[src/sv/plob_pkg.sv]
// ---------------------------------------------------------------------------
// plob_pkg
// Shared types, codes and defaults of the price-level order book.
// ---------------------------------------------------------------------------
package plob_pkg;

  localparam int unsigned DEF_LEVELS     = 32;
  localparam int unsigned DEF_PRICE_BITS = 32;
  localparam int unsigned DEF_SIZE_BITS  = 32;
  localparam int unsigned MAX_RESULTS    = 32;

  typedef enum logic [1:0] {
    REQ_DELTA = 2'd0,
    REQ_QUERY = 2'd1,
    REQ_SNAP  = 2'd2,
    REQ_CLEAR = 2'd3
  } req_e;

  typedef enum logic [1:0] {
    ACT_ADD    = 2'd0,
    ACT_UPDATE = 2'd1,
    ACT_DELETE = 2'd2,
    ACT_NONE   = 2'd3
  } action_e;

  typedef enum logic [1:0] {
    ST_OK      = 2'd0,
    ST_FOREIGN = 2'd1,
    ST_FULL    = 2'd2,
    ST_RSVD    = 2'd3
  } status_e;

  typedef enum logic [2:0] {
    OP_HOLD,
    OP_CMP,
    OP_INS,
    OP_UPD,
    OP_REM
  } cell_op_e;

  typedef struct packed {
    cell_op_e op;
  } cell_ctrl_t;

  localparam logic [2:0] ADDR_INSTRUMENT = 3'd0;

endpackage

[src/sv/plob_cell.sv]
// ---------------------------------------------------------------------------
// plob_cell
// One price level of a sorted side; shifts toward or away from its neighbors.
// ---------------------------------------------------------------------------
module plob_cell #(
  parameter int unsigned PRICE_BITS = plob_pkg::DEF_PRICE_BITS,
  parameter int unsigned SIZE_BITS  = plob_pkg::DEF_SIZE_BITS,
  parameter bit          IS_BID     = 1'b1
) (
  input  logic                   clk_i,
  input  plob_pkg::cell_ctrl_t   ctrl_i,
  input  logic                   occ_i,
  input  logic [PRICE_BITS-1:0]  price_i,
  input  logic [SIZE_BITS-1:0]   size_i,
  input  logic                   left_before_i,
  input  logic [PRICE_BITS-1:0]  left_price_i,
  input  logic [SIZE_BITS-1:0]   left_size_i,
  input  logic [PRICE_BITS-1:0]  right_price_i,
  input  logic [SIZE_BITS-1:0]   right_size_i,
  output logic [PRICE_BITS-1:0]  price_o,
  output logic [SIZE_BITS-1:0]   size_o,
  output logic                   before_o,
  output logic                   eq_o
);
  import plob_pkg::*;

  logic [PRICE_BITS-1:0] price_q, price_d;
  logic [SIZE_BITS-1:0]  size_q, size_d;
  logic                  before_q, before_d;
  logic                  eq_q, eq_d;

  always_comb begin
    price_d  = price_q;
    size_d   = size_q;
    before_d = before_q;
    eq_d     = eq_q;
    case (ctrl_i.op)
      OP_CMP: begin
        before_d = occ_i && (IS_BID ? (price_q > price_i) : (price_q < price_i));
        eq_d     = occ_i && (price_q == price_i);
      end
      OP_INS: begin
        if (!before_q) begin
          // insertion point takes the new level, cells past it shift right
          if (left_before_i) begin
            price_d = price_i;
            size_d  = size_i;
          end else begin
            price_d = left_price_i;
            size_d  = left_size_i;
          end
        end
      end
      OP_UPD: begin
        if (eq_q) size_d = size_i;
      end
      OP_REM: begin
        if (!before_q) begin
          price_d = right_price_i;
          size_d  = right_size_i;
        end
      end
      default: ;
    endcase
  end

  always_ff @(posedge clk_i) begin
    price_q  <= price_d;
    size_q   <= size_d;
    before_q <= before_d;
    eq_q     <= eq_d;
  end

  assign price_o  = price_q;
  assign size_o   = size_q;
  assign before_o = before_q;
  assign eq_o     = eq_q;

endmodule

[config.mk]
export PLATFORM = sky130hd
export DESIGN_NAME = plob_cell
export DESIGN_NICKNAME = d
export VERILOG_FILES = /design/src/sv/plob_pkg.sv /design/src/sv/plob_cell.sv
export SDC_FILE = /design/constraint.sdc
export NUM_CORES = 1
export LEC_CHECK = 0
export BUFFER_PORTS_ARGS = -buffer_cell sky130_fd_sc_hd__buf_2
export CAP_MARGIN = 5
export CORE_UTILIZATION = 39
export DETAILED_ROUTE_END_ITERATION = 8
export PLACE_DENSITY = 0.78
export SLEW_MARGIN = 20
export SYNTH_ARGS = -nofsm -noshare
export SYNTH_HDL_FRONTEND = slang
export SYNTH_SLANG_ARGS = --single-unit
[constraint.sdc]
create_clock -name clk_i -period 3.57 [get_ports clk_i]
set_input_delay 0.714 -clock clk_i [delete_from_list [all_inputs] [get_ports clk_i]]
set_output_delay 0.714 -clock clk_i [all_outputs]
set_load 0.05 [all_outputs]
## Word level (Yosys, flattened, before mapping)

Index checks and enable logic that the tools add are counted.

- Output and inout port bits: 66
- Memories: 0
- Register bits: 66
- RAM bits: 0
- ROM bits: 0
- Bits in latches: 0

- Shift-type cells: 0
- Multiply operators: 0
- Order comparisons: 1
- Divide/modulo/power cells: 0
- Equality and inequality tests: 8
- Add/sub/neg operators: 0
- Multiplexer cells: 9
- Reductions and logical operators: 6
- Bitwise operators: 0

Operators by type and width:

| cell | count |
|---|---|
| $mux W32 | 7 |
| $pmux W32 S3 | 1 |
| $pmux W32 S2 | 1 |
| $eq A32 B32 Y1 | 1 |
| $gt A32 B32 Y1 | 1 |
| $eq A3 B2 Y1 const B | 2 |
| $ne A2 B2 Y1 const B | 3 |
| $reduce_and A4 Y1 | 1 |
| $eq A3 B1 Y1 const B | 1 |
| $eq A3 B3 Y1 const B | 1 |
| $reduce_and A3 Y1 | 1 |
| $reduce_bool A3 Y1 | 1 |
| $logic_and A1 B1 Y1 | 2 |
| $reduce_bool A2 Y1 | 1 |

## Logic depth before layout (Yosys ltp)

- Word-level depth: 3
- Gate-level depth with buffers: 7
- Depth with buffers taken out: 7

## Least setup slack after synthesis

No wires, ideal clock.

- Path kind: input-to-reg
- Start point: input port ctrl_i[1] (netlist bit)
- End point: register size_q[0] (netlist: size_o[0]), enable pin
- Cell stages on the path: 2
- Library setup time: 0.472 ns
- Path buffers: 0
- Path slack: -0.246 ns
- Arrival time: 3.344 ns
- Cell sequence: nand2b_4 > o32ai_1

- Word-level cells in the longest chain between the ends: 3
- Elaborated cells on any way between the ends: 8

RTL lines:

| what | line | text |
|---|---|---|
| start, declared | plob_cell.sv:11 | `input plob_pkg::cell_ctrl_t ctrl_i,` |
| $eq A3 B2 Y1 / $eq A3 B3 Y1 (equally long branches) | plob_cell.sv:37 | `case (ctrl_i.op)` |
| $ne A2 B2 Y1 (no line) / $reduce_bool A3 Y1 (equally long branches) | - |  |
| $reduce_and A4 Y1 (no line) * | - |  |
| end signal, assigned | plob_cell.sv:69 | `size_q <= size_d;` |
| end, declared | plob_cell.sv:28 | `logic [SIZE_BITS-1:0] size_q, size_d;` |

Mark *: on every way between the ends. The rest lies on a longest branch, timed or not.
A chain may end at the register's enable or synchronous reset.

## Final worst setup path

- Start point: input port ctrl_i[1] (netlist bit)
- End point: register price_q[14] (netlist: price_o[14]), data pin

- Word-level cells in the longest chain between the ends: 2
- Elaborated cells on any way between the ends: 3

RTL lines:

| what | line | text |
|---|---|---|
| $eq A3 B3 Y1 / $eq A3 B2 Y1 (equally long branches) | plob_cell.sv:37 |  |
| $pmux W32 S2 * | plob_cell.sv:37 |  |
| named net price_d[14] | plob_cell.sv:27 | `logic [PRICE_BITS-1:0] price_q, price_d;` |
| end signal, assigned | plob_cell.sv:68 | `price_q <= price_d;` |
| end, declared | plob_cell.sv:27 |  |

Mark *: on every way through the listed nets, which the timed path passes. The rest lies on a longest branch.

==> impl_metrics.csv <==
group,metric,value,unit
outcome,status,"finished, final reports clean",
clocking,cts_made_buffers,9,
clocking,cts.repair.resized,0,
finish,filler_cell_count,904,
sta,setup_violations,0,
logic_synthesis,ys.warnings.count,0,
clocking,postCtsSetupBuffers,0,
critical_path,arrival,2.20,ns
critical_path,cp_max_fo,96,
place,postPlaceCellArea,0.00551,mm^2
die,design.die.area,0.0109,mm^2
critical_path,worstSetupPathType,"input pin to flip-flop",
sta,fmax,461,MHz
sta,hold_violations,0,
logic_synthesis,yosys.area_share.simple,7.67,%
place,portBuffers,263,
critical_path,crit_family,"buffers and inverters",
power_and_ir_drop,p_per_area,377,mW/mm^2
finish,area_delta_synth_final,40.5,%
power_and_ir_drop,p_leak,2.87,nW
critical_path,worstRegToRegCells,6,
logic_synthesis,synth_top_area_cell,"edfxtp_1",
clocking,clock_latency,0.34,ns
critical_path,cp-endpoint,"price_o[14]",
sta,period_share,60.7,%
grt,grt_usage,22.4,%
job,drv_cap,0,
die,ioPinCount,264,
critical_path,critPathRequiredTime,3.60,ns
critical_path,start_kind,"input pin",
drt,wl_per_cell,15.9,um
logic_synthesis,netlist.area_leader.share,48.4,%
critical_path,crit_buf_inv,2,
logic_synthesis,synth-xor-area-share,0,%
die,rows,37,
sta,skew,0.0100,ns
logic_synthesis,synth_cell_type_count,34,
logic_synthesis,synth-adder-area-share,9.78,%
die,initial_utilization,40.0,%
logic_synthesis,synth_top_family_by_area,"compound AO/OA/AOI/OAI gates",
critical_path,endpoint_kind,"flip-flop",
drt,drc,0,
finish,drive_gt1_share,45.5,%
sta,rsz0062_at_grt,"false",
drt,antenna_left,0,
logic_synthesis,syn_area_per_cell,10.9,um^2
die,die_h,104,um
worst_hold_path,hold_class,"input pin to flip-flop",
die,die_width,104,um
drt,drt-vias-per-instance,5.17,
place,post-dp-hpwl,9770,um
clocking,root_buffer,"clkbuf_8",
grt,first_global_vias,4020,
critical_path,r2r_start,"price_o[23]",
drt,dr.first_iter.drc_count,319,
die,core_area,0.0102,mm^2
sta,tightest_slew,0.859,ns
finish,diodes,0,
clocking,clockBufferDepth,2,
drt,vias,4006,
drt,dr.pass1.iters,8,
sta,max_slew_margin,42.8,%
logic_synthesis,synth_area_leaders,"edfxtp_1 48%, ha_1 9.8%, a222oi_1 7.8%",
logic_synthesis,synth_compound_area_share,16.9,%
clocking,cts_sinks,66,
place,gp_congestion,0.890,
logic_synthesis,synth_nets,605,
clocking,cts_tree,"done",
critical_path,rrSetupSlack,1.54,ns
clocking,hold_buffers,0,
critical_path,critical_path_depth,5,
place,pre_cts_slack,1.07,ns
grt,grt_overflow,0,
critical_path,crit_start,"ctrl_i[1]",
critical_path,path_cells,"buf_2, nand2b_4, nor2_4, buf_4, o21ai_0",
finish,fin_area,0.00575,mm^2
logic_synthesis,mappedNetlistArea,0.00410,mm^2
grt,grt_pass1_wl,19000,um
sta,finalCriticalPeriod,2.17,ns
logic_synthesis,syn_inst,375,
critical_path,r2r_end,"before_o",
drt,drt_wl_total,12300,um
sta,fin_tns_setup,0,ns
logic_synthesis,yosysSeqAreaShare,48.4,%
sta,worst_slack,1.40,ns
finish,finalNetCount,864,
sta,final_max_slew_viol_count,0,
logic_synthesis,synthMuxAreaShare,7.82,%
clocking,cts.clk_slew.worst_paths,0.08,ns
critical_path,crit_slowest_cell,"buf_4",
grt,grt_max_degree,97,
clocking,htree_levels,3,
grt,antenna_found_initial,0,
logic_synthesis,ys_ff_latch,66,
power_and_ir_drop,max-vdd-ir-drop,0.000223,V
critical_path,max_stage_delay,0.69,ns
-- cell usage in the layout, fill, tap and decap left out, drive strengths merged, types with 2 or more instances in the layout --
cell type	synthesis	layout
buf	15	268
edfxtp	66	66
inv	65	65
nand2	40	40
o21ai	36	36
a222oi	32	32
mux2i	32	32
ha	32	32
a21oi	14	14
clkbuf	5	9
nand4	8	8
nand3	5	5
a21o	4	4
nor4	3	3
bufinv	0	3
nor2	3	3
a211oi	3	3
clkinvlp	0	2
and2b	2	2
clkinv	0	2
-- layout make-up --
type | instances | area (um^2) | share of cell area, %
Sequential cell | 66 | 1980 | 34.4
Multi-Input combinational cell | 224 | 1760 | 30.5
Timing Repair Buffer | 268 | 1360 | 23.7
Inverter | 65 | 244 | 4.24
Tap cell | 136 | 170 | 2.96
Clock buffer | 9 | 124 | 2.15
Clock inverter | 7 | 118 | 2.04
-- power by group --
| group | internal (W) | switching [W] | total (W) |
|---|---|---|---|
| combinational | 0.000189 | 0.000300 | 0.000489 |
| sequential | 0.000903 | 0.0000122 | 0.000915 |
| clock | 0.000463 | 0.000305 | 0.000768 |
| total | 0.00155 | 0.000617 | 0.00217 |
-- worst min-delay path by stage --
stage                           startpoint          to  slack, ns  cells after the start
after global routing        left_size_i[4]   size_o[4]       0.63                      3
after global placement         price_o[31]    before_o       0.88                      4
after floorplan           right_price_i[0]  price_o[0]       0.90                      2
after detailed placement       price_o[15]    before_o       0.90                      4
after CTS                   left_size_i[4]   size_o[4]       0.62                      3
final                       left_size_i[4]   size_o[4]       0.64                      3
-- cell families (layout without fill, tap and decap cells) --
| logic type | count (synthesis) | in the layout |
|---|---|---|
| flops | 66 | 66 |
| compound gates | 95 | 95 |
| fa+ha+maj | 32 | 32 |
| mux | 32 | 32 |
| simple gates | 65 | 65 |
| buf+inv | 85 | 349 |
-- state kept, by name (all words and copies together) (netlist names) --
name	flops
eq_o	1
size_o	32
price_o	32
before_o	1
-- worst reg2reg max path: stages (launching register included) --
cell	delay, ns
edfxtp_1	0.40
ha_1	0.32
a21oi_1	0.16
o21ai_0	0.14
a221o_1	0.36
a211oi_1	0.29
a21oi_1	0.11
-- stage by stage --
step	power, W	instances	util (%)	hold WS, ns
after floorplan	0.00123	375	-	0.901
after global placement	0.00140	758	53.7	0.883
after detailed placement	0.00142	759	53.9	0.905
after CTS	0.00220	775	56.2	0.624
after global routing	0.00227	775	56.2	0.631
final	0.00217	775	56.2	0.642
-- layer usage --
layer	global-route usage, %	share of wire [%]	up-vias
met5	0	0	-
met4	11.8	2.9	0
met3	4.32	6.7	27
met2	40.1	52	202
met1	25.1	38	1842
li1	-	-	1935
-- Yosys cell counts --
library cell  instances
a2111oi_0             1
a211oi_1              2
a211oi_4              1
a21boi_0              1
a21o_1                4
a21oi_1              14
a221o_1               1
a222oi_1             32
and2b_1               1
and2b_4               1
and3_1                1
buf_2                 7
buf_6                 8
clkbuf_1              5
edfxtp_1             66
ha_1                 32
inv_1                65
mux2i_1              32
nand2_1              39
nand2_2               1
nand2b_4              1
nand3_1               5
nand4_1               8
nor2_1                2
nor2_4                1
nor2b_1               1
nor3_1                1
nor4_1                3
o211ai_1              1
o21ai_0              34
o21ai_1               1
o21ai_2               1
o32ai_1               1
o41ai_1               1
Power figures use the tool's default switching activity.
